**config.mk**
```make
export PLATFORM = sky130hd
export DESIGN_NAME = diff_drive_odometry_integrator_core_flat
export DESIGN_NICKNAME = d
export VERILOG_FILES = /design/src/rtl/ddoi_pkg.sv /design/src/rtl/ddoi_chan_if.sv /design/src/rtl/ddoi_cordic.sv /design/src/rtl/ddoi_mul.sv /design/src/rtl/diff_drive_odometry_integrator_core.sv /design/src/flat_wrapper.sv
export VERILOG_INCLUDE_DIRS = /design/src /design/src/rtl
export SDC_FILE = /design/constraint.sdc
export NUM_CORES = 2
export LEC_CHECK = 0
export BUFFER_PORTS_ARGS = -buffer_cell sky130_fd_sc_hd__buf_4
export CAP_MARGIN = 20
export CORE_MARGIN = 4
export CORE_UTILIZATION = 60
export CTS_CLUSTER_DIAMETER = 120
export CTS_CLUSTER_SIZE = 14
export DETAILED_ROUTE_END_ITERATION = 8
export PLACE_DENSITY = 0.88
export SYNTH_ARGS = -nofsm -noshare
export SYNTH_HDL_FRONTEND = slang
export SYNTH_SLANG_ARGS = --single-unit
```
**constraint.sdc**
```tcl
create_clock -name clk -period 26.4 [get_ports clk]
set_input_delay 1.32 -clock clk [delete_from_list [all_inputs] [get_ports clk]]
set_output_delay 1.32 -clock clk [all_outputs]
set_load 0.02 [all_outputs]
```
**src/rtl/diff_drive_odometry_integrator_core_assert.svh**
```systemverilog
// Assertion macros shared by the odometry integrator RTL.
// ASSERT_CLK is checked at every rising clk edge outside reset.
// ASSERT_ALWAYS is checked at every rising clk edge, reset included.
`ifndef DIFF_DRIVE_ODOMETRY_INTEGRATOR_CORE_ASSERT_SVH
`define DIFF_DRIVE_ODOMETRY_INTEGRATOR_CORE_ASSERT_SVH

`ifndef ASSERT_OFF

`define ASSERT_CLK(label, prop, msg) \
  label: assert property (@(posedge clk) disable iff (rst) prop) else $error(msg);

`define ASSERT_ALWAYS(label, prop, msg) \
  label: assert property (@(posedge clk) prop) else $error(msg);

`else

`define ASSERT_CLK(label, prop, msg)

`define ASSERT_ALWAYS(label, prop, msg)

`endif

`endif

```
**src/rtl/ddoi_pkg.sv**
```systemverilog
package ddoi_pkg;

  // Iteration count of the rotator and its upper bound.
  localparam int CORDIC_STEPS_DEF = 16;
  localparam int CORDIC_MAX       = 32;

  // Datapath widths.
  localparam int CW   = 34;  // rotator x, y, z and sin/cos results, Q2.30
  localparam int MA_W = 26;  // multiplier operand a
  localparam int MB_W = 34;  // multiplier operand b
  localparam int MP_W = 60;  // product

  localparam logic [15:0]          DT_RESET    = 16'd1311;
  localparam logic signed [CW-1:0] CORDIC_GAIN = 34'sd652032874;
  // 2^26 / (4*pi): radians in Q26 to the binary heading angle.
  localparam logic signed [MB_W-1:0] RAD_TO_BAM = 34'sd5340354;

  typedef enum logic {
    KIND_CMD  = 1'b0,
    KIND_TICK = 1'b1
  } kind_t;

  typedef struct packed {
    kind_t              kind;
    logic signed [23:0] linear_speed;
    logic signed [23:0] turn_rate;
  } req_t;

  typedef struct packed {
    logic signed [31:0] pos_x;
    logic signed [31:0] pos_y;
    logic [31:0]        heading_angle;
    logic signed [15:0] quat_z;
    logic signed [15:0] quat_w;
    logic signed [23:0] echo_linear;
    logic signed [23:0] echo_turn;
  } res_t;

  typedef struct packed {
    logic [15:0] time_step;
  } cfg_t;

  // Rotator status and results as seen by the sequencer.
  typedef struct packed {
    logic                done;
    logic signed [CW-1:0] cos_val;
    logic signed [CW-1:0] sin_val;
  } cord_res_t;

  typedef enum logic [3:0] {
    ST_IDLE,
    ST_ROT1,
    ST_MXC,
    ST_MXD,
    ST_MYS,
    ST_MYD,
    ST_MTD,
    ST_MKL,
    ST_MKH,
    ST_HUPD,
    ST_ROT2,
    ST_DONE
  } state_t;

  // Arctangent of 2^-i as a binary angle, 2^32 = 2*pi.
  function automatic logic signed [CW-1:0] atan_of(input logic [4:0] idx);
    logic [31:0] v;
    case (idx)
      5'd0:  v = 32'h20000000;
      5'd1:  v = 32'h12E4051E;
      5'd2:  v = 32'h09FB385B;
      5'd3:  v = 32'h051111D4;
      5'd4:  v = 32'h028B0D43;
      5'd5:  v = 32'h0145D7E1;
      5'd6:  v = 32'h00A2F61E;
      5'd7:  v = 32'h00517C55;
      5'd8:  v = 32'h0028BE53;
      5'd9:  v = 32'h00145F2F;
      5'd10: v = 32'h000A2F98;
      5'd11: v = 32'h000517CC;
      5'd12: v = 32'h00028BE6;
      5'd13: v = 32'h000145F3;
      5'd14: v = 32'h0000A2FA;
      5'd15: v = 32'h0000517D;
      5'd16: v = 32'h000028BE;
      5'd17: v = 32'h0000145F;
      5'd18: v = 32'h00000A30;
      5'd19: v = 32'h00000518;
      5'd20: v = 32'h0000028C;
      5'd21: v = 32'h00000146;
      5'd22: v = 32'h000000A3;
      5'd23: v = 32'h00000051;
      5'd24: v = 32'h00000029;
      5'd25: v = 32'h00000014;
      5'd26: v = 32'h0000000A;
      5'd27: v = 32'h00000005;
      5'd28: v = 32'h00000003;
      5'd29: v = 32'h00000001;
      5'd30: v = 32'h00000001;
      default: v = 32'h00000000;
    endcase
    return {2'b00, v};
  endfunction

endpackage

```
**src/rtl/ddoi_chan_if.sv**
```systemverilog
// Valid/ready channel carrying one request of the given payload type.
interface ddoi_chan_if #(
  parameter type payload_t = logic
) ();
  logic     valid;
  logic     ready;
  payload_t payload;

  modport source (output valid, output payload, input ready);
  modport sink (input valid, input payload, output ready);
endinterface

```
**src/rtl/ddoi_cordic.sv**
```systemverilog
`include "diff_drive_odometry_integrator_core_assert.svh"

// Rotation-mode CORDIC, one micro-rotation per cycle.
module ddoi_cordic #(
  parameter int STEPS = ddoi_pkg::CORDIC_STEPS_DEF
) (
  input  logic                  clk,
  input  logic                  rst,
  input  logic                  start,
  input  logic [31:0]           angle,
  output ddoi_pkg::cord_res_t   res
);
  import ddoi_pkg::*;

  localparam int NITER = (STEPS < CORDIC_MAX) ? STEPS : CORDIC_MAX;
  localparam int IW    = $clog2(NITER);
  localparam logic [IW-1:0] LAST = IW'(NITER - 1);

  logic                 busy;
  logic [IW-1:0]        iter;
  logic [1:0]           quad;
  logic signed [CW-1:0] xr;
  logic signed [CW-1:0] yr;
  logic signed [CW-1:0] zr;

  logic [1:0]           quad_in;
  logic [31:0]          red;
  logic signed [CW-1:0] z_init;
  logic signed [CW-1:0] sx;
  logic signed [CW-1:0] sy;
  logic signed [CW-1:0] x_next;
  logic signed [CW-1:0] y_next;
  logic signed [CW-1:0] z_next;
  logic                 last;

  // Fold the angle into the quarter turn around zero.
  always_comb begin
    quad_in = angle[31:30] + {1'b0, angle[29]};
    red     = angle - {quad_in, 30'b0};
    z_init  = {{(CW - 32){red[31]}}, red};
  end

  // One micro-rotation toward z = 0.
  always_comb begin
    sx = xr >>> iter;
    sy = yr >>> iter;
    if (!zr[CW-1]) begin
      x_next = xr - sy;
      y_next = yr + sx;
      z_next = zr - atan_of(5'(iter));
    end else begin
      x_next = xr + sy;
      y_next = yr - sx;
      z_next = zr + atan_of(5'(iter));
    end
  end

  assign last = busy && (iter == LAST);

  // Iteration control.
  always_ff @(posedge clk) begin
    if (rst) begin
      busy <= 1'b0;
      iter <= '0;
    end else if (start) begin
      busy <= 1'b1;
      iter <= '0;
    end else if (busy) begin
      if (iter == LAST) begin
        busy <= 1'b0;
        iter <= '0;
      end else begin
        iter <= iter + 1'b1;
      end
    end
  end

  // Rotation vector and residual angle.
  always_ff @(posedge clk) begin
    if (start) begin
      xr   <= CORDIC_GAIN;
      yr   <= '0;
      zr   <= z_init;
      quad <= quad_in;
    end else if (busy) begin
      xr <= x_next;
      yr <= y_next;
      zr <= z_next;
    end
  end

  // Put the quarter turn back.
  always_comb begin
    res.done = last;
    case (quad)
      2'd0: begin
        res.cos_val = xr;
        res.sin_val = yr;
      end
      2'd1: begin
        res.cos_val = -yr;
        res.sin_val = xr;
      end
      2'd2: begin
        res.cos_val = -xr;
        res.sin_val = -yr;
      end
      default: begin
        res.cos_val = yr;
        res.sin_val = -xr;
      end
    endcase
  end

  `ASSERT_CLK(a_start_idle, start |-> !busy, "rotator started while busy")
  `ASSERT_CLK(a_runs_on, busy && !last && !start |=> busy, "rotator stopped early")
  `ASSERT_CLK(a_hold, !busy && !start |=> $stable(xr) && $stable(yr), "result not held")

endmodule

```
**src/rtl/ddoi_mul.sv**
```systemverilog
// Shared signed multiplier with a registered product.
module ddoi_mul (
  input  logic                               clk,
  input  logic signed [ddoi_pkg::MA_W-1:0]   a,
  input  logic signed [ddoi_pkg::MB_W-1:0]   b,
  output logic signed [ddoi_pkg::MP_W-1:0]   prod
);
  import ddoi_pkg::*;

  logic signed [MP_W-1:0] full;

  assign full = MP_W'(a) * MP_W'(b);

  always_ff @(posedge clk) begin
    prod <= full;
  end

endmodule

```
**src/rtl/diff_drive_odometry_integrator_core.sv**
```systemverilog
// Channel  Dir  Payload                                         Accepted when
// req      in   kind, linear_speed, turn_rate                   req.valid & req.ready
// res      out  pos_x, pos_y, heading_angle, quat_z, quat_w,    res.valid & res.ready
//               echo_linear, echo_turn
// cfg      in   time_step                                       cfg.valid & cfg.ready
//
// A command request is taken while the block is idle and gives no result.
// A tick request keeps the block busy through two passes of the one-rotation-per-cycle
// CORDIC and seven passes through the single shared multiplier; a pending result stalls
// the block only at its final step.
// Reset sets the pose, heading and stored speeds to zero and time_step to 1311.
`include "diff_drive_odometry_integrator_core_assert.svh"

module diff_drive_odometry_integrator_core #(
  parameter int CORDIC_STEPS = ddoi_pkg::CORDIC_STEPS_DEF
) (
  input logic         clk,
  input logic         rst,
  ddoi_chan_if.sink   req,
  ddoi_chan_if.source res,
  ddoi_chan_if.sink   cfg
);
  import ddoi_pkg::*;

  state_t state;
  state_t state_next;

  logic [15:0]          dt;
  logic signed [31:0]   pose_x;
  logic signed [31:0]   pose_y;
  logic [31:0]          heading;
  logic signed [23:0]   cmd_linear;
  logic signed [23:0]   cmd_turn;
  logic signed [23:0]   phi;
  logic [40:0]          acc;
  logic                 res_valid;
  res_t                 res_data;

  logic signed [MA_W-1:0] mul_a;
  logic signed [MB_W-1:0] mul_b;
  logic signed [MP_W-1:0] prod;
  logic                   cord_start;
  logic [31:0]            cord_angle;
  cord_res_t              cord;

  logic                   tick_req;
  logic                   load_out;
  logic signed [MP_W-1:0] t30;
  logic signed [MA_W-1:0] p16;
  logic signed [MP_W-1:0] t16;
  logic signed [25:0]     dpos;
  logic signed [31:0]     cur_pose;
  logic signed [33:0]     pos_sum;
  logic signed [31:0]     pos_sat;
  logic [63:0]            hsum;
  logic [31:0]            heading_next;

  // Round Q2.30 to Q1.15 and clamp to the 16-bit range.
  function automatic logic signed [15:0] q15_of(input logic signed [CW-1:0] v);
    logic signed [CW:0] t;
    logic signed [19:0] r;
    t = (CW + 1)'(v) + (CW + 1)'(1 << 14);
    r = t[34:15];
    if (r > 20'sd32767) begin
      return 16'sh7FFF;
    end else if (r < -20'sd32768) begin
      return 16'sh8000;
    end else begin
      return r[15:0];
    end
  endfunction

  ddoi_cordic #(
    .STEPS (CORDIC_STEPS)
  ) u_cordic (
    .clk   (clk),
    .rst   (rst),
    .start (cord_start),
    .angle (cord_angle),
    .res   (cord)
  );

  ddoi_mul u_mul (
    .clk  (clk),
    .a    (mul_a),
    .b    (mul_b),
    .prod (prod)
  );

  assign tick_req = req.valid && (req.payload.kind == KIND_TICK);

  // Rounding of the products and the saturating pose update.
  always_comb begin
    t30      = prod + MP_W'(1 << 29);
    p16      = t30[55:30];
    t16      = prod + MP_W'(1 << 15);
    dpos     = t16[41:16];
    cur_pose = (state == ST_MYS) ? pose_x : pose_y;
    pos_sum  = 34'(cur_pose) + 34'(dpos);
    if (pos_sum[33:31] == 3'b000 || pos_sum[33:31] == 3'b111) begin
      pos_sat = pos_sum[31:0];
    end else if (pos_sum[33]) begin
      pos_sat = 32'sh8000_0000;
    end else begin
      pos_sat = 32'sh7FFF_FFFF;
    end
  end

  // Heading step: high partial product shifted up plus low partial product, rounded.
  always_comb begin
    hsum         = {prod[46:0], 17'b0} + {23'b0, acc} + 64'h0000_0000_0200_0000;
    heading_next = heading + hsum[57:26];
  end

  // Sequencer next state.
  always_comb begin
    state_next = state;
    case (state)
      ST_IDLE: begin
        if (tick_req) begin
          state_next = ST_ROT1;
        end
      end
      ST_ROT1: begin
        if (cord.done) begin
          state_next = ST_MXC;
        end
      end
      ST_MXC:  state_next = ST_MXD;
      ST_MXD:  state_next = ST_MYS;
      ST_MYS:  state_next = ST_MYD;
      ST_MYD:  state_next = ST_MTD;
      ST_MTD:  state_next = ST_MKL;
      ST_MKL:  state_next = ST_MKH;
      ST_MKH:  state_next = ST_HUPD;
      ST_HUPD: state_next = ST_ROT2;
      ST_ROT2: begin
        if (cord.done) begin
          state_next = ST_DONE;
        end
      end
      ST_DONE: begin
        if (!res_valid || res.ready) begin
          state_next = ST_IDLE;
        end
      end
      default: state_next = ST_IDLE;
    endcase
  end

  // Sequencer outputs: handshake, rotator start and multiplier operands.
  always_comb begin
    req.ready  = (state == ST_IDLE);
    cord_start = ((state == ST_IDLE) && tick_req) || (state == ST_HUPD);
    cord_angle = (state == ST_HUPD) ? heading_next : {heading[30:0], 1'b0};
    load_out   = (state == ST_DONE) && (!res_valid || res.ready);
    mul_a      = '0;
    mul_b      = '0;
    case (state)
      ST_MXC: begin
        mul_a = MA_W'(cmd_linear);
        mul_b = cord.cos_val;
      end
      ST_MXD: begin
        mul_a = p16;
        mul_b = {{(MB_W - 16){1'b0}}, dt};
      end
      ST_MYS: begin
        mul_a = MA_W'(cmd_linear);
        mul_b = cord.sin_val;
      end
      ST_MYD: begin
        mul_a = p16;
        mul_b = {{(MB_W - 16){1'b0}}, dt};
      end
      ST_MTD: begin
        mul_a = MA_W'(cmd_turn);
        mul_b = {{(MB_W - 16){1'b0}}, dt};
      end
      ST_MKL: begin
        mul_a = {{(MA_W - 17){1'b0}}, prod[16:0]};
        mul_b = RAD_TO_BAM;
      end
      ST_MKH: begin
        mul_a = MA_W'(phi);
        mul_b = RAD_TO_BAM;
      end
      default: begin
        mul_a = '0;
        mul_b = '0;
      end
    endcase
  end

  assign cfg.ready   = 1'b1;
  assign res.valid   = res_valid;
  assign res.payload = res_data;

  // Control state and the odometry state.
  always_ff @(posedge clk) begin
    if (rst) begin
      state      <= ST_IDLE;
      res_valid  <= 1'b0;
      dt         <= DT_RESET;
      pose_x     <= '0;
      pose_y     <= '0;
      heading    <= '0;
      cmd_linear <= '0;
      cmd_turn   <= '0;
    end else begin
      state <= state_next;
      if (load_out) begin
        res_valid <= 1'b1;
      end else if (res.ready) begin
        res_valid <= 1'b0;
      end
      if (cfg.valid) begin
        dt <= cfg.payload.time_step;
      end
      if (req.valid && req.ready && (req.payload.kind == KIND_CMD)) begin
        cmd_linear <= req.payload.linear_speed;
        cmd_turn   <= req.payload.turn_rate;
      end
      if (state == ST_MYS) begin
        pose_x <= pos_sat;
      end
      if (state == ST_MTD) begin
        pose_y <= pos_sat;
      end
      if (state == ST_HUPD) begin
        heading <= heading_next;
      end
    end
  end

  // Partial products of the heading step.
  always_ff @(posedge clk) begin
    if (state == ST_MKL) begin
      phi <= prod[40:17];
    end
    if (state == ST_MKH) begin
      acc <= prod[40:0];
    end
  end

  // Result register.
  always_ff @(posedge clk) begin
    if (load_out) begin
      res_data.pos_x         <= pose_x;
      res_data.pos_y         <= pose_y;
      res_data.heading_angle <= heading;
      res_data.quat_z        <= q15_of(cord.sin_val);
      res_data.quat_w        <= q15_of(cord.cos_val);
      res_data.echo_linear   <= cmd_linear;
      res_data.echo_turn     <= cmd_turn;
    end
  end

  `ASSERT_CLK(a_heading_hold, state != ST_HUPD |=> $stable(heading), "heading moved")
  `ASSERT_CLK(a_pose_hold, !(state == ST_MYS || state == ST_MTD) |=> $stable(pose_x) && $stable(pose_y), "pose moved")
  `ASSERT_CLK(a_result_src, $rose(res_valid) |-> $past(state == ST_DONE), "result without a tick")

endmodule

```
**src/flat_wrapper.sv**
```systemverilog
// flat-port wrapper written by rule: the top's interface ports become plain ports
module diff_drive_odometry_integrator_core_flat import ddoi_pkg::*;
#(
  parameter int CORDIC_STEPS = ddoi_pkg::CORDIC_STEPS_DEF
)
  (clk, rst, req_valid, req_payload, req_ready, res_valid, res_payload, res_ready, cfg_valid, cfg_payload, cfg_ready);
  ddoi_chan_if #(.payload_t(req_t)) req_i ();
  ddoi_chan_if #(.payload_t(res_t)) res_i ();
  ddoi_chan_if #(.payload_t(cfg_t)) cfg_i ();
  input logic clk;
  input logic rst;
  input wire logic [$bits(req_i.valid)-1:0] req_valid;
  input wire logic [$bits(req_i.payload)-1:0] req_payload;
  output wire logic [$bits(req_i.ready)-1:0] req_ready;
  output wire logic [$bits(res_i.valid)-1:0] res_valid;
  output wire logic [$bits(res_i.payload)-1:0] res_payload;
  input wire logic [$bits(res_i.ready)-1:0] res_ready;
  input wire logic [$bits(cfg_i.valid)-1:0] cfg_valid;
  input wire logic [$bits(cfg_i.payload)-1:0] cfg_payload;
  output wire logic [$bits(cfg_i.ready)-1:0] cfg_ready;
  assign req_i.valid = req_valid;
  assign req_i.payload = req_payload;
  assign req_ready = req_i.ready;
  assign res_valid = res_i.valid;
  assign res_payload = res_i.payload;
  assign res_i.ready = res_ready;
  assign cfg_i.valid = cfg_valid;
  assign cfg_i.payload = cfg_payload;
  assign cfg_ready = cfg_i.ready;
  diff_drive_odometry_integrator_core #(.CORDIC_STEPS(CORDIC_STEPS)) u_core (.clk(clk), .rst(rst), .req(req_i), .res(res_i), .cfg(cfg_i));
endmodule
```
Word level (Yosys, flattened, before mapping). Memory sizes are Yosys's and may differ from the RTL's. A register that Yosys moved wholly into a read port is not among the register bits. Index checks and enable logic that the tools add are counted.

$add $sub $neg: 19. Multipliers: 1. Magnitude comparators: 4. Eq/ne operators: 19. Shift operators: 2. Mux-type cells: 31. Bitwise operators: 1. Reductions and logical operators: 21.

Operator list (number): one-hot mux 68 bit (3 select lines) (1); 2-to-1 mux 32 bit (6); 2-to-1 mux 34 bit (5); one-hot mux 34 bit (4 select lines) (1); one-hot mux 26 bit (5 select lines) (1); adder 34 x 16 -> 35 bit, second input constant (2); adder 34 bit (2); negator 34 bit (2); >>> shifter 34 x 4 -> 34 bit (2); subtractor 34 bit (2); adder 58 x 26 -> 58 bit, second input constant (1); adder 58 x 41 -> 58 bit (1); adder 56 x 31 -> 56 bit, second input constant (1); multiplier 26 x 34 -> 56 bit (1); one-hot mux 4 bit (12 select lines) (1); adder 42 x 17 -> 42 bit, second input constant (1); > comparator 20 x 16 -> 1 bit, second input constant (2); < comparator 20 x 16 -> 1 bit, second input constant (2); 2-to-1 mux 4 bit (9); adder 34 x 33 -> 34 bit (1); subtractor 34 x 33 -> 34 bit (1); adder 32 x 26 -> 33 bit (1); adder 32 bit (1); 2-to-1 mux 16 bit (2); 24 further kinds (49).

Bits in registers: 571. ROM bits: 960. Bits of input ports: 70. Output and inout bits: 179. Word-level logic and storage cells: 124. Memories: 2.

Memories: (name not given) (words 16, bits a word 30, rd ports 1, clocked after memory_dff 1, write ports 0, line ddoi_pkg.sv:68) `case (idx)`; (name not given) (words 16, bits a word 30, rd ports 1, clocked after memory_dff 1, write ports 0, line ddoi_pkg.sv:68).

Logic depth before layout (Yosys ltp).
Depth in word-level cells: 7. Depth in mapped cells: 40. Depth with buffers taken out: 38.

Hierarchy. A second synthesis with hierarchy kept.

Cells, all modules: 8114. Area total of the unflattened synthesis: 71817.6 µm².

Modules (own cells, without submodules): ddoi_mul (instances 1, cells each 3501, area an instance 32105.8 µm², seq. area each 1201.2 µm²); diff_drive_odometry_integrator_core (instances 1, cells each 2205, area an instance 21012.7 µm², seq. area each 10029.6 µm²); ddoi_cordic (instances 1, cells each 2408, area an instance 18699.2 µm², seq. area each 3143.0 µm²).

Worst setup path before layout. OpenSTA, ideal clock, no wires.

Path type: reg2reg. From: register u_core.state[0]. To: register u_core.u_mul.prod[54] (netlist bit). Setup time: 0.134 ns. Arrival: 9.886 ns. Data required time: 26.266 ns. Slack: 16.380 ns. Stages on the path, launching flop included: 35. Path buffers: 5. Clock period less this slack: 10.020 ns. Path through: dfxtp_1 clkbuf_1 clkbuf_1 nand2_1 nor3b_1 clkbuf_1 buf_1 a222oi_1 o211ai_1 clkbuf_1 nand2_1 fa_1 inv_1 fa_1 inv_1 fa_1 inv_1 fa_1 fa_1 inv_1 fa_1 inv_1 fa_1 ha_1 nand2_1 or3_1 a31oi_1 a311o_1 nor4_1 o211a_1 o31a_1 a21o_1 o21a_1 o2111a_1 or4_1.

Word-level cells in the longest chain between the ends: 4. Elaborated cells between the ends (all ways): 14. Classes of those cells: mul: 1; eq/ne: 7; mux: 2; reduce/logical: 4.

Ends and longest elaborated chain: from (decl) (line diff_drive_odometry_integrator_core.sv:25) `state_t state;`; from (signal assigned) (line diff_drive_odometry_integrator_core.sv:211) `state <= state_next;`; equality test 4 x 2 -> 1 bit, or another cell as far along (line diff_drive_odometry_integrator_core.sv:159) `case (state)`; OR reduction 3 bit (no source line) or OR reduction 2 bit (tied branches); one-hot mux 34 bit (4 select lines) or one-hot mux 26 bit (5 select lines) (tied branches) (line diff_drive_odometry_integrator_core.sv:159); multiplier 26 x 34 -> 56 bit (*) (line ddoi_mul.sv:12) `assign full = MP_W'(a) * MP_W'(b);`; named net u_core.u_mul.full[54] (line ddoi_mul.sv:10) `logic signed [MP_W-1:0] full;`; to (signal assigned) (line ddoi_mul.sv:15) `prod <= full;`; to (decl) (line ddoi_mul.sv:6) `output logic signed [ddoi_pkg::MP_W-1:0] prod`.

The timed path passes the listed nets; every way through them passes the cells marked *. A chain may end at the register's enable or synchronous reset.

Worst setup path after layout.
From: register u_core.u_mul.prod[29] (netlist bit). To: register u_core.u_mul.prod[54] (netlist bit).

Word-level cells in the longest chain between the ends: 3.

Ends and longest elaborated chain: adder 56 x 31 -> 56 bit (line diff_drive_odometry_integrator_core.sv:94) `t30 = prod + MP_W'(1 << 29);`; one-hot mux 26 bit (5 select lines) (line diff_drive_odometry_integrator_core.sv:159); multiplier 26 x 34 -> 56 bit (line ddoi_mul.sv:12); named net u_core.u_mul.full[54] (line ddoi_mul.sv:10).

The timed path passes the listed nets, and every way through them passes these cells.

==> run_results.csv <==
group,metric,value,unit
finish,flow.area_growth_from_synthesis,6.62,%
routing,drt-wirelength-per-cell,24.1,um
power_and_ir_drop,power.static_leakage,33.3,nW
global_routing,total_grt_overflow,0,
critical_path,cp_slowest_stage_delay,0.95,ns
sta,max_slew.worst_pin.slew,1.31,ns
routing,drt_wl_total,224,mm
synth,synth_mux_area_share,4.53,%
synth,dominant_combinational_cell_family_by_area_after_synthesis,"adder cells",
cts,clock_sink_count,584,
critical_path,cp_max_fo,18,
global_routing,grt_use_total,36.9,%
synth,ys.warnings.count,0,
routing,first_iter_violations,6587,
sta,layout_min_cycle_time,11.11,ns
placement,dp.final_hpwl,172,mm
sta,finalMaxSlewViolations,0,
critical_path,crit_required,26.91,ns
synth,post_synth_instance_area,68800,um2
cts,worst_skew_pair_latency,0.67,ns
critical_path,critical_path.slowest_cell,"sky130_fd_sc_hd__o211a_1",
sta,slew_headroom,12.4,%
synth,synthXorXnorAreaFrac,6.41,%
floorplan,number_of_placed_i_o_pins,249,
routing,post_drt_via_cell_ratio,6.29,
routing,route.vias.total,58499,
cts,tritoncts_clock_tree,"yes",
floorplan,chipWidth,347,um
critical_path,endpoint_kind,"flip-flop",
synth,ys_types,102,
global_routing,antenna_violations_before_repair,10,
sta,totalNegativeSetupSlack,0,ns
routing,drt-pass1-iter-count,9,
cts,cts_setup_buffers,0,
hold_path,min-delay-path-class,"flip-flop to flip-flop",
synth,postSynthAreaPerCell,8.88,um2
placement,io_buffer_count,247,
global_routing,via_count_of_the_first_global_routing_pass,59147,
floorplan,floorplan.initialDensity,60.3,%
synth,seq_area_frac_synth,20.8,%
floorplan,die_area,120000,um2
finish,design_area,73400,um2
floorplan,die_h,347,um
cts,numCtsBuffers,48,
synth,synth.ff_latch_count,584,
critical_path,critical_path.startpoint_type,"flip-flop",
global_routing,first_pass_grt_wire_length,344,mm
routing,drc_errors,0,
cts,cts_root_buffer,"sky130_fd_sc_hd__clkbuf_16",
cts,clock_path_buffers,3,
synth,synth_fa_ha_area_share,32.2,%
placement,gpl.final_weighted_congestion,1.05,
finish,final_layout_size_suffix_gt1_share,8.36,%
finish,num-nets-final,9070,
sta,setup_violations,0,
sta,timing.clock.skew,0.0398,ns
critical_path,critPathKind,"flip-flop to flip-flop",
synth,number_of_enable_type_register_cells_in_the_synthesized_netlist,260,
routing,antenna_left,0,
cts,clkSlewWorstSetupHoldPaths,0.08,ns
global_routing,maximum_number_of_pins_on_one_net_before_global_route_repair,89,
floorplan,core_region_area,114000,um2
synth,synthSimpleGateAreaFrac,15.3,%
cts,cts.htree.levels,2,
cts,postCtsResizedCells,0,
sta,hold_violations,0,
critical_path,worstPathArrival,11.62,ns
sta,final.period_utilization,42.1,%
synth,synth.net_count,9069,
outcome,outcome,"complete, no violations",
synth,compound_gate_portion_of_the_synthesized_area,12.6,%
sta,setup_repair_after_global_routing_missed_its_margin,"false",
synth,syn-instance-count,7750,
power_and_ir_drop,ir_drop,0.0685,mV
placement,dpl-instance-area,71900,um2
synth,share_of_flip_flops_with_an_asynchronous_set_or_reset,0,%
synth,ys.flop_type,"sky130_fd_sc_hd__dfxtp_1",
sta,max_freq,90.0,MHz
run,drv.max_cap_violation_count,0,
critical_path,dominant_cell_type_by_count_on_the_critical_path,"sky130_fd_sc_hd__fa_1",
cts,hold_buffers,0,
floorplan,rows,124,
power_and_ir_drop,power-per-cell-area,69.2,nW/um2
-- synth_stat cells, types with 28 or more instances --
cell type,count,area [um2]
sky130_fd_sc_hd__fa_1,866,17300
sky130_fd_sc_hd__nand4_1,38,238
sky130_fd_sc_hd__edfxtp_1,260,7810
sky130_fd_sc_hd__o21a_1,42,315
sky130_fd_sc_hd__clkbuf_1,361,1360
sky130_fd_sc_hd__mux4_2,77,1730
sky130_fd_sc_hd__mux2i_1,94,941
sky130_fd_sc_hd__o21bai_1,29,218
sky130_fd_sc_hd__buf_1,28,105
sky130_fd_sc_hd__o21ai_0,283,1420
sky130_fd_sc_hd__a31oi_1,55,344
sky130_fd_sc_hd__a21o_1,127,953
sky130_fd_sc_hd__o211ai_1,32,240
sky130_fd_sc_hd__xor2_1,192,1680
sky130_fd_sc_hd__nor3_1,70,350
sky130_fd_sc_hd__a21oi_1,436,2180
sky130_fd_sc_hd__and3_1,37,231
sky130_fd_sc_hd__inv_1,1035,3880
sky130_fd_sc_hd__nand2b_1,63,394
sky130_fd_sc_hd__mux2_2,38,428
sky130_fd_sc_hd__a211oi_1,50,375
sky130_fd_sc_hd__nor2_1,629,2360
sky130_fd_sc_hd__ha_1,383,4790
sky130_fd_sc_hd__nor2b_1,65,407
sky130_fd_sc_hd__and2_1,90,563
sky130_fd_sc_hd__xnor2_1,312,2730
sky130_fd_sc_hd__dfxtp_1,324,6490
sky130_fd_sc_hd__nand3_1,82,410
sky130_fd_sc_hd__or3_1,29,181
sky130_fd_sc_hd__nand2_1,1136,4260
-- sequential cells by signal, indices dropped and copies added (netlist names), 2 cells and up, named ones only --
register,flops
u_core.pose_y,32
u_core.u_cordic.quad,2
u_core.pose_x,32
u_core.dt,16
u_core.res.payload,176
u_core.u_cordic.yr,34
u_core.u_cordic.xr,34
u_core.acc,24
u_core.cmd_turn,24
u_core.phi,24
u_core.u_mul.prod,56
u_core.state,4
u_core.u_cordic.zr,34
u_core.heading,32
u_core.cmd_linear,24
u_core.u_cordic.iter,4
-- stage by stage --
step	utilization (%)	total power, mW	setup WS [ns]	hold WS, ns	std cells
final	64.3	5.08	15.29	0.454	9303
after global routing	64.3	5.38	14.90	0.477	9298
after CTS	64.3	5.00	15.45	0.444	9296
after detailed placement	63.0	4.26	15.47	0.444	9211
after global placement	63.0	4.19	15.74	0.439	9211
after floorplan	-	3.48	16.38	0.424	7750
-- metal layers --
| layer | part of all wire (%) | global-route usage [%] | up-vias |
|---|---|---|---|
| met4 | 7.6 | 22.1 | 4 |
| met1 | 36 | 46.0 | 28478 |
| li1 | - | - | 25426 |
| met2 | 44 | 57.5 | 3626 |
| met3 | 12 | 10.2 | 965 |
| met5 | 0.098 | 0 | - |
-- worst max-delay path, delay by kind of cell, from the launching register on --
kind	cells	cell delay [ns]
DFF	1	0.70
and+or+nand+nor	10	3.29
xor gates and xnor gates	1	0.32
adders and majority gates	9	3.89
AOI/OAI and AO/OA	6	2.38
buffers and inverters	4	0.35
-- final timing paths --
kind | cells past startpoint | from | slack, ns | to
worst max register to register | 30 | u_core.u_mul.prod[29]$_DFF_P_ | 15.29 | u_core.u_mul.prod[54]$_DFF_P_
worst min-delay path | 0 | u_core.pose_x[23]$_SDFFE_PP0P_ | 0.45 | u_core.res.payload[167]$_DFFE_PP_
worst min register to register | 0 | u_core.pose_x[23]$_SDFFE_PP0P_ | 0.45 | u_core.res.payload[167]$_DFFE_PP_
worst max-delay path | 30 | u_core.u_mul.prod[29]$_DFF_P_ | 15.29 | u_core.u_mul.prod[54]$_DFF_P_
-- cells by family (layout without fill, tap and decap cells) --
| family | Yosys count | after routing |
|---|---|---|
| other | 1 | 6 |
| flip-flops | 584 | 584 |
| XOR/XNOR | 504 | 504 |
| buffers and inverters | 1459 | 1495 |
| AND/OR/NAND/NOR | 2380 | 2380 |
| adder cells (fa/ha/maj) | 1252 | 1252 |
| multiplexers | 210 | 210 |
| AO/OA/AOI/OAI | 1360 | 1360 |
-- placed cells by master (no fill, tap or decap), drive strengths merged, types with 17 or more instances in the layout --
cell type  netlist  routed
xnor2          312     312
edfxtp         260     260
nor2b           65      65
dfxtp          324     324
o21ai          316     316
and2            91      91
a22o            17      17
fa             866     866
o41ai           31      31
nor2           629     629
mux4            77      77
o21a            42      42
nor3            70      70
a222oi          22      22
mux2            38      38
nand2b          63      63
nand2         1136    1136
mux2i           95      95
ha             383     383
xor2           192     192
o211ai          32      32
o31ai           27      27
a22oi           19      19
a21oi          438     438
a211o           18      18
and3            37      37
or3             29      29
a21o           127     127
clkbuf         362      80
inv           1037    1040
buf             58     371
nand3           82      82
or2             26      26
a211oi          52      52
nor4            32      32
o21bai          29      29
nand4           39      39
a31oi           56      56
-- report_power, final --
group | internal [mW] | switching (mW) | total [mW]
Clock | 0.362 | 0.362 | 0.724
Combinational | 1.20 | 1.88 | 3.08
Sequential | 1.08 | 0.193 | 1.28
Total | 2.65 | 2.43 | 5.08
-- layout make-up --
type	instances	area (um2)
Antenna cell	5	12.5
Clock buffer	80	1350
Clock inverter	5	86.3
Fill cell	9213	40800
Inverter	1039	3900
Multi-Input combinational cell	5707	49100
Sequential cell	584	14300
Tap cell	1512	1890
Timing Repair Buffer	371	2790
Power figures use the tool's default switching activity.
